===== src/rtl/core/pwmrc_pkg.sv =====
// Shared types, constants and register map for the pulse-width remote code decoder.
// No dependencies; used by pwmrc_bit_judge and pwm_remote_code_decoder.
`default_nettype none

package pwmrc_pkg;

    // Default pulse duration field width (us counts)
    localparam int DURATION_BITS_DEF = 24;

    // Field widths
    localparam int CODE_W     = 32;
    localparam int TIME_W     = 16;
    localparam int GUARD_W    = 24;
    localparam int FRAME_W    = 6;
    localparam int CFG_IDX_W  = 3;
    localparam int CFG_DATA_W = 24;
    localparam int PHASE_W    = 2;

    // Longest frame that fits the code word
    localparam logic [FRAME_W-1:0] MAX_FRAME = 6'd32;

    // Register reset values
    localparam logic [TIME_W-1:0]  SHORT_TIME_RST      = 16'd300;
    localparam logic [TIME_W-1:0]  LONG_TIME_RST       = 16'd900;
    localparam logic [TIME_W-1:0]  SHORT_TOLERANCE_RST = 16'd200;
    localparam logic [TIME_W-1:0]  LONG_TOLERANCE_RST  = 16'd600;
    localparam logic [GUARD_W-1:0] GUARD_TIME_RST      = 24'd7000;
    localparam logic [FRAME_W-1:0] FRAME_BITS_RST      = 6'd25;

    // Register indexes
    localparam logic [CFG_IDX_W-1:0] REG_SHORT_TIME      = 3'd0;
    localparam logic [CFG_IDX_W-1:0] REG_LONG_TIME       = 3'd1;
    localparam logic [CFG_IDX_W-1:0] REG_SHORT_TOLERANCE = 3'd2;
    localparam logic [CFG_IDX_W-1:0] REG_LONG_TOLERANCE  = 3'd3;
    localparam logic [CFG_IDX_W-1:0] REG_GUARD_TIME      = 3'd4;
    localparam logic [CFG_IDX_W-1:0] REG_FRAME_BITS      = 3'd5;

    // Receiver phase codes
    localparam logic [PHASE_W-1:0] PH_IDLE      = 2'd0;
    localparam logic [PHASE_W-1:0] PH_WAIT_HIGH = 2'd1;
    localparam logic [PHASE_W-1:0] PH_WAIT_LOW  = 2'd2;

    // Timing match flags for one high/low pulse pair
    typedef struct packed {
        logic hi_long;   // stored high pulse near long_time
        logic hi_short;  // stored high pulse near short_time
        logic lo_long;   // current low pulse near long_time
        logic lo_short;  // current low pulse near short_time
    } match_t;

endpackage

`default_nettype wire


===== src/rtl/core/pwmrc_bit_judge.sv =====
// Tolerance windows for a high/low pulse pair: four |d - nominal| < tol checks.
// Depends on pwmrc_pkg (match_t, widths).
`default_nettype none

module pwmrc_bit_judge #(
    parameter int DURATION_BITS = pwmrc_pkg::DURATION_BITS_DEF
) (
    input  wire logic [DURATION_BITS-1:0]      high_length,
    input  wire logic [DURATION_BITS-1:0]      low_length,
    input  wire logic [pwmrc_pkg::TIME_W-1:0]  short_time,
    input  wire logic [pwmrc_pkg::TIME_W-1:0]  long_time,
    input  wire logic [pwmrc_pkg::TIME_W-1:0]  short_tolerance,
    input  wire logic [pwmrc_pkg::TIME_W-1:0]  long_tolerance,
    output pwmrc_pkg::match_t                  match
);

    // DURATION_BITS >= TIME_W, so the difference fits in DURATION_BITS
    function automatic logic near(
        input logic [DURATION_BITS-1:0]     a,
        input logic [pwmrc_pkg::TIME_W-1:0] b,
        input logic [pwmrc_pkg::TIME_W-1:0] tol
    );
        logic [DURATION_BITS-1:0] bx;
        logic [DURATION_BITS-1:0] tx;
        logic [DURATION_BITS-1:0] diff;
        bx   = DURATION_BITS'(b);
        tx   = DURATION_BITS'(tol);
        diff = (a >= bx) ? (a - bx) : (bx - a);
        return diff < tx;
    endfunction

    assign match.hi_long  = near(high_length, long_time,  long_tolerance);
    assign match.hi_short = near(high_length, short_time, short_tolerance);
    assign match.lo_long  = near(low_length,  long_time,  long_tolerance);
    assign match.lo_short = near(low_length,  short_time, short_tolerance);

endmodule

`default_nettype wire


===== src/rtl/core/pwm_remote_code_decoder.sv =====
// Pulse-width remote code decoder, top level: pulse stream in, frame codes out.
// Depends on pwmrc_pkg and pwmrc_bit_judge.
`default_nettype none

// Decodes keyfob-style pulse-width frames from a stream of measured pulses.
// Each input word is one pulse: s_tuser carries the level (1 = carrier, 0 = gap)
// and s_tdata the duration in microseconds. A gap longer than guard_time closes
// a frame; if exactly frame_bits bits (capped at 32) were collected since the
// previous guard, the code is sent on m_tdata, first bit in the most significant
// used position. A long high followed by a short low is a 1, a short high
// followed by a long low is a 0 (each within its tolerance, exclusive; the 1
// pattern wins if both fit). Any mismatch, or two highs in a row, parks the
// decoder until the next guard. Bits past the frame length are accepted and
// dropped. Throughput is one pulse per clock while no code waits on m_tready:
// each pulse goes through an input register, one stage of compare logic (four
// tolerance windows and the guard compare), and a result register, from which
// a code appears on m_tvalid. A code waiting on m_tready holds every pulse
// behind it; the input register absorbs one more pulse before s_tready drops.
// Registers are written through cfg_* (always ready) and should be changed only
// while no pulse is in flight.
module pwm_remote_code_decoder #(
    parameter int DURATION_BITS = pwmrc_pkg::DURATION_BITS_DEF  // 16..32
) (
    input  wire logic                                aclk,
    input  wire logic                                aresetn,

    // pulse input
    input  wire logic                                s_tvalid,
    output      logic                                s_tready,
    input  wire logic [((DURATION_BITS+7)/8)*8-1:0]  s_tdata,   // duration, zero pad
    input  wire logic                                s_tuser,   // level

    // decoded codes
    output      logic                                m_tvalid,
    input  wire logic                                m_tready,
    output      logic [pwmrc_pkg::CODE_W-1:0]        m_tdata,   // code

    // register writes
    input  wire logic                                cfg_valid,
    output      logic                                cfg_ready,
    input  wire logic [pwmrc_pkg::CFG_IDX_W-1:0]     cfg_index,
    input  wire logic [pwmrc_pkg::CFG_DATA_W-1:0]    cfg_data
);

    localparam int CMP_W = (DURATION_BITS > pwmrc_pkg::GUARD_W) ?
                           DURATION_BITS : pwmrc_pkg::GUARD_W;

    // ---------------- configuration registers ----------------
    logic [pwmrc_pkg::TIME_W-1:0]  short_time_reg;
    logic [pwmrc_pkg::TIME_W-1:0]  long_time_reg;
    logic [pwmrc_pkg::TIME_W-1:0]  short_tol_reg;
    logic [pwmrc_pkg::TIME_W-1:0]  long_tol_reg;
    logic [pwmrc_pkg::GUARD_W-1:0] guard_time_reg;
    logic [pwmrc_pkg::FRAME_W-1:0] frame_bits_reg;

    assign cfg_ready = 1'b1;

    always_ff @(posedge aclk) begin
        if (!aresetn) begin
            short_time_reg <= pwmrc_pkg::SHORT_TIME_RST;
            long_time_reg  <= pwmrc_pkg::LONG_TIME_RST;
            short_tol_reg  <= pwmrc_pkg::SHORT_TOLERANCE_RST;
            long_tol_reg   <= pwmrc_pkg::LONG_TOLERANCE_RST;
            guard_time_reg <= pwmrc_pkg::GUARD_TIME_RST;
            frame_bits_reg <= pwmrc_pkg::FRAME_BITS_RST;
        end else if (cfg_valid && cfg_ready) begin
            unique case (cfg_index)
                pwmrc_pkg::REG_SHORT_TIME:
                    short_time_reg <= cfg_data[pwmrc_pkg::TIME_W-1:0];
                pwmrc_pkg::REG_LONG_TIME:
                    long_time_reg <= cfg_data[pwmrc_pkg::TIME_W-1:0];
                pwmrc_pkg::REG_SHORT_TOLERANCE:
                    short_tol_reg <= cfg_data[pwmrc_pkg::TIME_W-1:0];
                pwmrc_pkg::REG_LONG_TOLERANCE:
                    long_tol_reg <= cfg_data[pwmrc_pkg::TIME_W-1:0];
                pwmrc_pkg::REG_GUARD_TIME:
                    guard_time_reg <= cfg_data[pwmrc_pkg::GUARD_W-1:0];
                pwmrc_pkg::REG_FRAME_BITS:
                    frame_bits_reg <= cfg_data[pwmrc_pkg::FRAME_W-1:0];
                default: ;  // unmapped index, write dropped
            endcase
        end
    end

    // ---------------- input register ----------------
    logic                     in_valid_reg;
    logic                     in_level_reg;
    logic [DURATION_BITS-1:0] in_dur_reg;

    logic stage_free;  // result slot empty or being drained
    logic fire;        // pulse in the input register is processed this cycle

    assign stage_free = !m_tvalid || m_tready;
    assign fire       = in_valid_reg && stage_free;
    assign s_tready   = !in_valid_reg || stage_free;

    always_ff @(posedge aclk) begin
        if (!aresetn) begin
            in_valid_reg <= 1'b0;
        end else if (s_tready) begin
            in_valid_reg <= s_tvalid;
        end
    end

    always_ff @(posedge aclk) begin
        if (s_tvalid && s_tready) begin
            in_level_reg <= s_tuser;
            in_dur_reg   <= s_tdata[DURATION_BITS-1:0];
        end
    end

    // ---------------- decoder state ----------------
    logic [pwmrc_pkg::PHASE_W-1:0] phase_reg,     phase_next;
    logic [pwmrc_pkg::CODE_W-1:0]  shift_code_reg, shift_code_next;
    logic [pwmrc_pkg::FRAME_W-1:0] bits_seen_reg, bits_seen_next;
    logic [DURATION_BITS-1:0]      high_len_reg,  high_len_next;

    logic                          m_valid_reg,   m_valid_next;
    logic [pwmrc_pkg::CODE_W-1:0]  m_code_reg,    m_code_next;

    // Timing windows
    pwmrc_pkg::match_t match;

    pwmrc_bit_judge #(
        .DURATION_BITS (DURATION_BITS)
    ) u_judge (
        .high_length     (high_len_reg),
        .low_length      (in_dur_reg),
        .short_time      (short_time_reg),
        .long_time       (long_time_reg),
        .short_tolerance (short_tol_reg),
        .long_tolerance  (long_tol_reg),
        .match           (match)
    );

    logic                          is_guard;
    logic [pwmrc_pkg::FRAME_W-1:0] frame_limit;
    logic                          bit_one;
    logic                          bit_zero;

    assign is_guard    = !in_level_reg &&
                         (CMP_W'(in_dur_reg) > CMP_W'(guard_time_reg));
    assign frame_limit = (frame_bits_reg > pwmrc_pkg::MAX_FRAME) ?
                         pwmrc_pkg::MAX_FRAME : frame_bits_reg;
    assign bit_one     = match.hi_long && match.lo_short;
    assign bit_zero    = match.hi_short && match.lo_long;

    always_comb begin
        phase_next      = phase_reg;
        shift_code_next = shift_code_reg;
        bits_seen_next  = bits_seen_reg;
        high_len_next   = high_len_reg;
        m_valid_next    = m_valid_reg && !m_tready;
        m_code_next     = m_code_reg;

        if (fire) begin
            if (is_guard) begin
                // End of frame, emit only on an exact bit count
                if (bits_seen_reg == frame_limit) begin
                    m_valid_next = 1'b1;
                    m_code_next  = shift_code_reg;
                end
                phase_next      = pwmrc_pkg::PH_WAIT_HIGH;
                shift_code_next = '0;
                bits_seen_next  = '0;
            end else begin
                unique case (phase_reg)
                    pwmrc_pkg::PH_WAIT_HIGH: begin
                        if (in_level_reg) begin
                            high_len_next = in_dur_reg;
                            phase_next    = pwmrc_pkg::PH_WAIT_LOW;
                        end
                    end
                    pwmrc_pkg::PH_WAIT_LOW: begin
                        if (in_level_reg) begin
                            phase_next = pwmrc_pkg::PH_IDLE;  // two highs in a row
                        end else if (bit_one || bit_zero) begin
                            if (bits_seen_reg < frame_limit) begin
                                shift_code_next = {shift_code_reg[pwmrc_pkg::CODE_W-2:0],
                                                   bit_one};
                                bits_seen_next  = bits_seen_reg + 1'b1;
                            end
                            phase_next = pwmrc_pkg::PH_WAIT_HIGH;
                        end else begin
                            phase_next = pwmrc_pkg::PH_IDLE;
                        end
                    end
                    default: ;  // idle: wait for a guard
                endcase
            end
        end
    end

    always_ff @(posedge aclk) begin
        if (!aresetn) begin
            phase_reg      <= pwmrc_pkg::PH_IDLE;
            shift_code_reg <= '0;
            bits_seen_reg  <= '0;
            m_valid_reg    <= 1'b0;
        end else begin
            phase_reg      <= phase_next;
            shift_code_reg <= shift_code_next;
            bits_seen_reg  <= bits_seen_next;
            m_valid_reg    <= m_valid_next;
        end
    end

    always_ff @(posedge aclk) begin
        high_len_reg <= high_len_next;
        m_code_reg   <= m_code_next;
    end

    assign m_tvalid = m_valid_reg;
    assign m_tdata  = m_code_reg;

    // ---------------- assertions ----------------
    a_bits_in_range: assert property (@(posedge aclk) disable iff (!aresetn)
        bits_seen_reg <= pwmrc_pkg::MAX_FRAME)
        else $error("bit count beyond code width");

    a_emit_from_guard: assert property (@(posedge aclk) disable iff (!aresetn)
        $rose(m_valid_reg) |-> $past(fire && is_guard))
        else $error("code emitted without a closing guard");

    a_guard_rearms: assert property (@(posedge aclk) disable iff (!aresetn)
        (fire && is_guard) |=>
            (bits_seen_reg == '0 && shift_code_reg == '0 &&
             phase_reg == pwmrc_pkg::PH_WAIT_HIGH))
        else $error("guard did not rearm the decoder");

    a_input_held: assert property (@(posedge aclk) disable iff (!aresetn)
        (in_valid_reg && !fire) |=> (in_valid_reg && $stable(in_dur_reg)))
        else $error("pending pulse lost while result stalled");

    a_count_tracks: assert property (@(posedge aclk) disable iff (!aresetn)
        (fire && !is_guard) |=>
            (bits_seen_reg == $past(bits_seen_reg) ||
             bits_seen_reg == $past(bits_seen_reg) + 1'b1))
        else $error("bit count jumped");

endmodule

`default_nettype wire

===== config.mk =====
export PLATFORM = sky130hd
export DESIGN_NAME = pwm_remote_code_decoder
export DESIGN_NICKNAME = d
export VERILOG_FILES = /design/src/rtl/core/pwmrc_pkg.sv /design/src/rtl/core/pwmrc_bit_judge.sv /design/src/rtl/core/pwm_remote_code_decoder.sv
export SDC_FILE = /design/constraint.sdc
export NUM_CORES = 1
export LEC_CHECK = 0
export BUFFER_PORTS_ARGS = -buffer_cell sky130_fd_sc_hd__buf_2
export CAP_MARGIN = 15
export CORE_MARGIN = 2
export CORE_UTILIZATION = 30
export DETAILED_ROUTE_END_ITERATION = 8
export PLACE_DENSITY = 0.53
export SLEW_MARGIN = 5
export SYNTH_ARGS = -nofsm -noshare
export SYNTH_HDL_FRONTEND = slang
export SYNTH_SLANG_ARGS = --single-unit

===== constraint.sdc =====
create_clock -name aclk -period 12.3 [get_ports aclk]
set_input_delay 0.615 -clock aclk [delete_from_list [all_inputs] [get_ports aclk]]
set_output_delay 0.615 -clock aclk [all_outputs]
set_load 0.05 [all_outputs]

======== After elaboration in Yosys (flattened, before gate mapping) ========
Index checks and enable logic that the tools add are counted.
word-level totals
  register bits after elaboration ......... 217
  memories ................................ 0
  word-level logic and storage cells ...... 97
  output and inout bits ................... 35
  bits in writable memories ............... 0
  input port bits ......................... 57
  bits in read-only memories .............. 0
  latch bits .............................. 0
operators by class
  $lt $le $gt $ge ......................... 11
  $mul .................................... 0
  add/sub/neg operators ................... 9
  equality and inequality tests ........... 10
  multiplexer cells ....................... 23
  bitwise logic cells ..................... 1
  reduce and logical (&&, ||, !) cells .... 28
  shift operators ......................... 0
  divide/modulo/power cells ............... 0
operators with widths
  operator                                                                number
  32-bit 2-to-1 mux                                                       5
  24-bit by 16-bit >= comparator with 1-bit output                        4
  24-bit by 16-bit < comparator with 1-bit output                         4
  24-bit 2-to-1 mux                                                       4
  16-bit by 24-bit subtractor with 24-bit output                          4
  24-bit by 16-bit subtractor with 24-bit output                          4
  6-bit 2-to-1 mux                                                        6
  24-bit > comparator                                                     1
  2-bit AND reduction                                                     6
  6-bit by 1-bit adder with 6-bit output (second input constant)          1
  3-bit by 2-bit equality test with 1-bit output (second input constant)  2
  3-bit equality test (second input constant)                             2
  6-bit equality test                                                     1
  6-bit > comparator (second input constant)                              1
  1-bit logical AND                                                       6
  6-bit < comparator                                                      1
  3-bit AND reduction                                                     2
  2-bit nonzero test                                                      3
  1-bit 2-to-1 mux                                                        5
  5-bit AND reduction                                                     1
  1-bit zero test                                                         4
  2-bit 2-to-1 mux                                                        2
  2-bit one-hot mux with 2 select lines                                   1
  4-bit AND reduction                                                     1
  other kinds (9)                                                         11

======== Longest topological paths before layout ========
  word-level depth ........................ 9
  mapped depth ............................ 29
  mapped depth without buffers ............ 26

======== Cells and area by module ========
A second synthesis with hierarchy kept.
unflattened totals
  cell total of the unflattened synthesis .. 2025
  area, all modules ....................... 16985.0 um^2
modules (own cells, without submodules)
  module                   sequential area each (um^2)  area an instance (um^2)  cells an instance  instances
  pwmrc_bit_judge          0.0                          8747.1                   1249               1
  pwm_remote_code_decoder  5154.9                       8237.9                   776                1

======== Worst setup path after synthesis ========
No wires, ideal clock.
  path kind ............................... register to register
  from .................................... register in_dur_reg[19]
  to ...................................... register shift_code_reg[10] in the netlist's numbering
  setup time .............................. 0.132 ns
  cell stages (with the launch flop) ...... 24
  clock period less this slack ............ 5.801 ns
  data arrival time ....................... 5.669 ns
  path buffers ............................ 4
  path slack .............................. 6.499 ns
  required time ........................... 12.168 ns
  cell sequence ........................... edfxtp_1 -> or4_4 -> or4b_4 -> a21oi_2 -> and3_1 -> buf_4 -> clkbuf_1 -> mux2i_1 -> o221ai_1 -> a31oi_1 -> xnor2_1 -> ha_1 -> a21oi_1 -> nand2_1 -> a22oi_1 -> o2111ai_1 -> a221oi_1 -> nand3_1 -> or4_1 -> or4_1 -> a2bb2o_4 -> buf_6 -> buf_2 -> o32ai_1
on the way
  longest elaborated chain between the ends .. 7
  elaborated cells on any way between the ends .. 21
  classes of those cells .................. 4 x add/sub; 5 x order compare; 1 x eq/ne; 3 x mux; 8 x reduce/logical
RTL lines
  element                                                                       RTL line                                                        text
  from (decl)                                                                   pwm_remote_code_decoder.sv:88                                   logic [DURATION_BITS-1:0] in_dur_reg;
  from (signal assigned)                                                        pwm_remote_code_decoder.sv:108                                  in_dur_reg <= s_tdata[DURATION_BITS-1:0];
  16-bit by 24-bit subtractor with 24-bit output, or another cell as far along  pwmrc_bit_judge.sv:28                                           diff = (a >= bx) ? (a - bx) : (bx - a);
  24-bit 2-to-1 mux                                                             pwmrc_bit_judge.sv:28
  24-bit by 16-bit < comparator with 1-bit output                               pwmrc_bit_judge.sv:29                                           return diff < tx;
  1-bit logical AND, on equally long branches                                   pwm_remote_code_decoder.sv:145, pwm_remote_code_decoder.sv:146
  1-bit logical OR                                                              pwm_remote_code_decoder.sv:177                                  end else if (bit_one || bit_zero) begin
  2-bit nonzero test (no line)                                                  -
  5-bit AND reduction (no line)                                                 -
  to (signal assigned)                                                          pwm_remote_code_decoder.sv:202                                  shift_code_reg <= shift_code_next;
  to (decl)                                                                     pwm_remote_code_decoder.sv:114                                  logic [pwmrc_pkg::CODE_W-1:0] shift_code_reg, shift_code_next;
Several ways; a longest one is shown, not always the timed one.
A chain may end at the register's enable or synchronous reset.

======== Worst setup path in the final report ========
  from .................................... register in_dur_reg[0]
  to ...................................... register shift_code_reg[24] in the netlist's numbering
The elaborated chain is that of the path after synthesis.

==> impl_metrics.env <==
export IMPL_fp_row_count=87
export IMPL_yosysTopAreaCell="ha_1"
export IMPL_fin_crit_sh_pct=63.91
export IMPL_ys_flop_type="dfxtp_1"
export IMPL_post_cts_resized=0
export IMPL_routabilityCongestion=1.016
export IMPL_clk_pin_slew_worst_paths_ns=0.07
export IMPL_cts_tree="yes"
export IMPL_critPathLaunchType="register"
export IMPL_async_flop_share_pct=0
export IMPL_power_density_nw_per_um2=103.4
export IMPL_crit_chain="inv_1 > ha_1 > inv_1 > fa_1 > a211oi_1 > o211ai_1 > nand3_1 > and3_1 > mux2i_1 > o221ai_1 > a31oi_1 > xnor2_1 > ha_1 > a21oi_1 > nand2_1 > a22oi_1 > o2111ai_1 > a221oi_1 > nand3_1 > or4_1 > or4_1 > a2bb2o_4 > nand2_2 > o32ai_1"
export IMPL_arrival_ns=8.33
export IMPL_tightestPinTransition_ns=1.181
export IMPL_setup_tns_ns=0
export IMPL_worstSkewPairLatency_ns=0.57
export IMPL_final_hold_violation_count=0
export IMPL_wl_per_cell_um=24.21
export IMPL_mostFrequentLayoutCell="nand2_1"
export IMPL_fill_cells=5949
export IMPL_yosysUniqueCellTypes=79
export IMPL_post_cts_setup_buffer_count=0
export IMPL_track_usage_pct=23.19
export IMPL_hold_buffers=0
export IMPL_die_area_um2=58750
export IMPL_cap_violations=0
export IMPL_grt_pass1_wl_um=102800
export IMPL_grt_pass1_vias=15450
export IMPL_core_um2=56280
export IMPL_dp_hpwl_um=56250
export IMPL_required_ns=12.77
export IMPL_rsz0062_at_grt="no"
export IMPL_grt_max_degree=72
export IMPL_setup_viol=0
export IMPL_die_width_um=242.4
export IMPL_hp_class="in2reg"
export IMPL_overflow=0
export IMPL_antenna_found_initial=2
export IMPL_initial_core_util_pct=30.29
export IMPL_crit_type="reg2reg"
export IMPL_status="finished clean"
export IMPL_dr_pass1_iters=5
export IMPL_vias=15960
export IMPL_power_mw=1.960
export IMPL_seq_area_frac_synth_pct=30.24
export IMPL_synth_avg_cell_area_um2=8.252
export IMPL_fp_dieH_um=242.4
export IMPL_post_route_min_period_ns=7.861
export IMPL_wirelength_um=69410
export IMPL_layout_nets=2375
export IMPL_io_pins=92
export IMPL_cp_slowest_stage_delay_ns=0.69
export IMPL_p_leak_nw=7.384
export IMPL_crit_path_max_fanout=39
export IMPL_finClkSkew_ns=0.01471
export IMPL_endpoint_kind="register"
export IMPL_htreeDepth=1
export IMPL_synth_nets=2350
export IMPL_cts_num_sinks=217
export IMPL_clock_path_buffers=3
export IMPL_multi_input_area_um2=10860
export IMPL_synth_edf_count=81
export IMPL_relSlewSlack_pct=21.23
export IMPL_portBuffers=90
export IMPL_drive_gt1_share_pct=8.246
export IMPL_synth_top_cell_area_share_pct=16.07
export IMPL_synth_area_um2=17050
export IMPL_fmax_mhz=127.2
export IMPL_drt_iter0_markers=1554
export IMPL_drv_slew=0
export IMPL_ys_seq_elements=217
export IMPL_drc=0
export IMPL_cts_root_buf="clkbuf_16"
export IMPL_synthToLayoutAreaGrowth_pct=11.17
export IMPL_viasPerCell=5.567
export IMPL_layout_common_cells="nand2_1, ha_1, a21oi_1, inv_1, dfxtp_1"
export IMPL_yosys_top_cells_area="ha_1, dfxtp_1, edfxtp_1"
export IMPL_numCtsBuffers=25
export IMPL_critPathSlowestCell="or4_1"
export IMPL_yosys_warnings=0
export IMPL_ant_nets=0
export IMPL_seq_area_um2=5155
export IMPL_ir_drop_mv=0.09546
export IMPL_netlist_instances=2066
-- final timing paths --
| kind | cells after the start | start | slack, ns | endpoint |
|---|---|---|---|---|
| max | 24 | in_dur_reg[0]$_DFFE_PP_ | 4.44 | shift_code_reg[24]$_SDFFE_PN0P_ |
| min | 1 | s_tdata[2] | 0.21 | in_dur_reg[2]$_DFFE_PP_ |
| max reg2reg | 24 | in_dur_reg[0]$_DFFE_PP_ | 4.44 | shift_code_reg[24]$_SDFFE_PN0P_ |
| min reg2reg | 0 | shift_code_reg[0]$_SDFFE_PN0P_ | 0.43 | m_tdata[0]$_DFFE_PP_ |
-- final cells by class --
type | instances | share of cell area, %
multi-input combinational | 1580 | 57.32
timing repair buffer | 102 | 2.865
antenna | 1 | 0.01320
clock inverter | 11 | 0.5743
tap | 756 | 4.991
sequential | 217 | 27.20
clock buffer | 35 | 3.769
inverter | 165 | 3.268
-- stage by stage --
step / hold slack (ns) / util, % / std cells / cell area (µm²) / setup WS (ns)
after floorplan: 0.4081 / - / 2066 / 17050 / 6.499
after global placement: 0.4178 / 32.21 / 2820 / 18130 / 4.513
after detailed placement: 0.4133 / 32.21 / 2820 / 18130 / 4.558
after CTS: 0.1832 / 33.67 / 2866 / 18950 / 4.569
after global routing: 0.1939 / 33.67 / 2866 / 18950 / 3.906
final: 0.2138 / 33.68 / 2867 / 18950 / 4.439
-- metal layers --
layer | up-vias | track usage, % | part of all wire (%)
met2 | 626 | 38.55 | 46
met3 | 109 | 2.238 | 6.0
met4 | 0 | 8.025 | 3.8
met5 | - | 0 | 0
li1 | 7473 | - | -
met1 | 7752 | 31.32 | 44
-- critical path, delay by kind of cell, from the launching register on --
kind	cells	cell delay (ns)
compound gates	10	2.74
xor+xnor	1	0.19
fa+ha+maj	3	0.97
buf+inv	2	0.27
flops	1	0.47
mux	1	0.40
simple gates	7	2.69
-- report_power, final --
part           switching, mW  leakage (nW)  internal (mW)  total, mW
Clock                  0.338         0.400          0.432      0.770
Sequential            0.0261          1.79          0.760      0.786
Combinational          0.266          5.20          0.138      0.404
Total                  0.630          7.38           1.33       1.96
-- cells in the mapped netlist, drive strengths merged (42+ instances only) --
cell type and count:
a21boi 69, edfxtp 81, xnor2 45, nand4 42, inv 165, nand2 320
a21oi 188, nor2 88, ha 219, o211ai 45, o21ai 94, clkbuf 84
a21o 48, dfxtp 136
-- cell families (layout without fill, tap and decap cells) --
group | after synthesis | count (layout) | share of synthesized area [%]
simple gates | 626 | 626 | 17.02
buf+inv | 269 | 313 | 6.128
other cells | 1 | 2 | 0.02200
compound gates | 632 | 632 | 24.51
flops | 217 | 217 | 30.24
xor+xnor | 65 | 65 | 3.339
mux | 29 | 29 | 1.732
fa+ha+maj | 227 | 227 | 17.01
No activity file was read; power rests on OpenSTA's default activity.
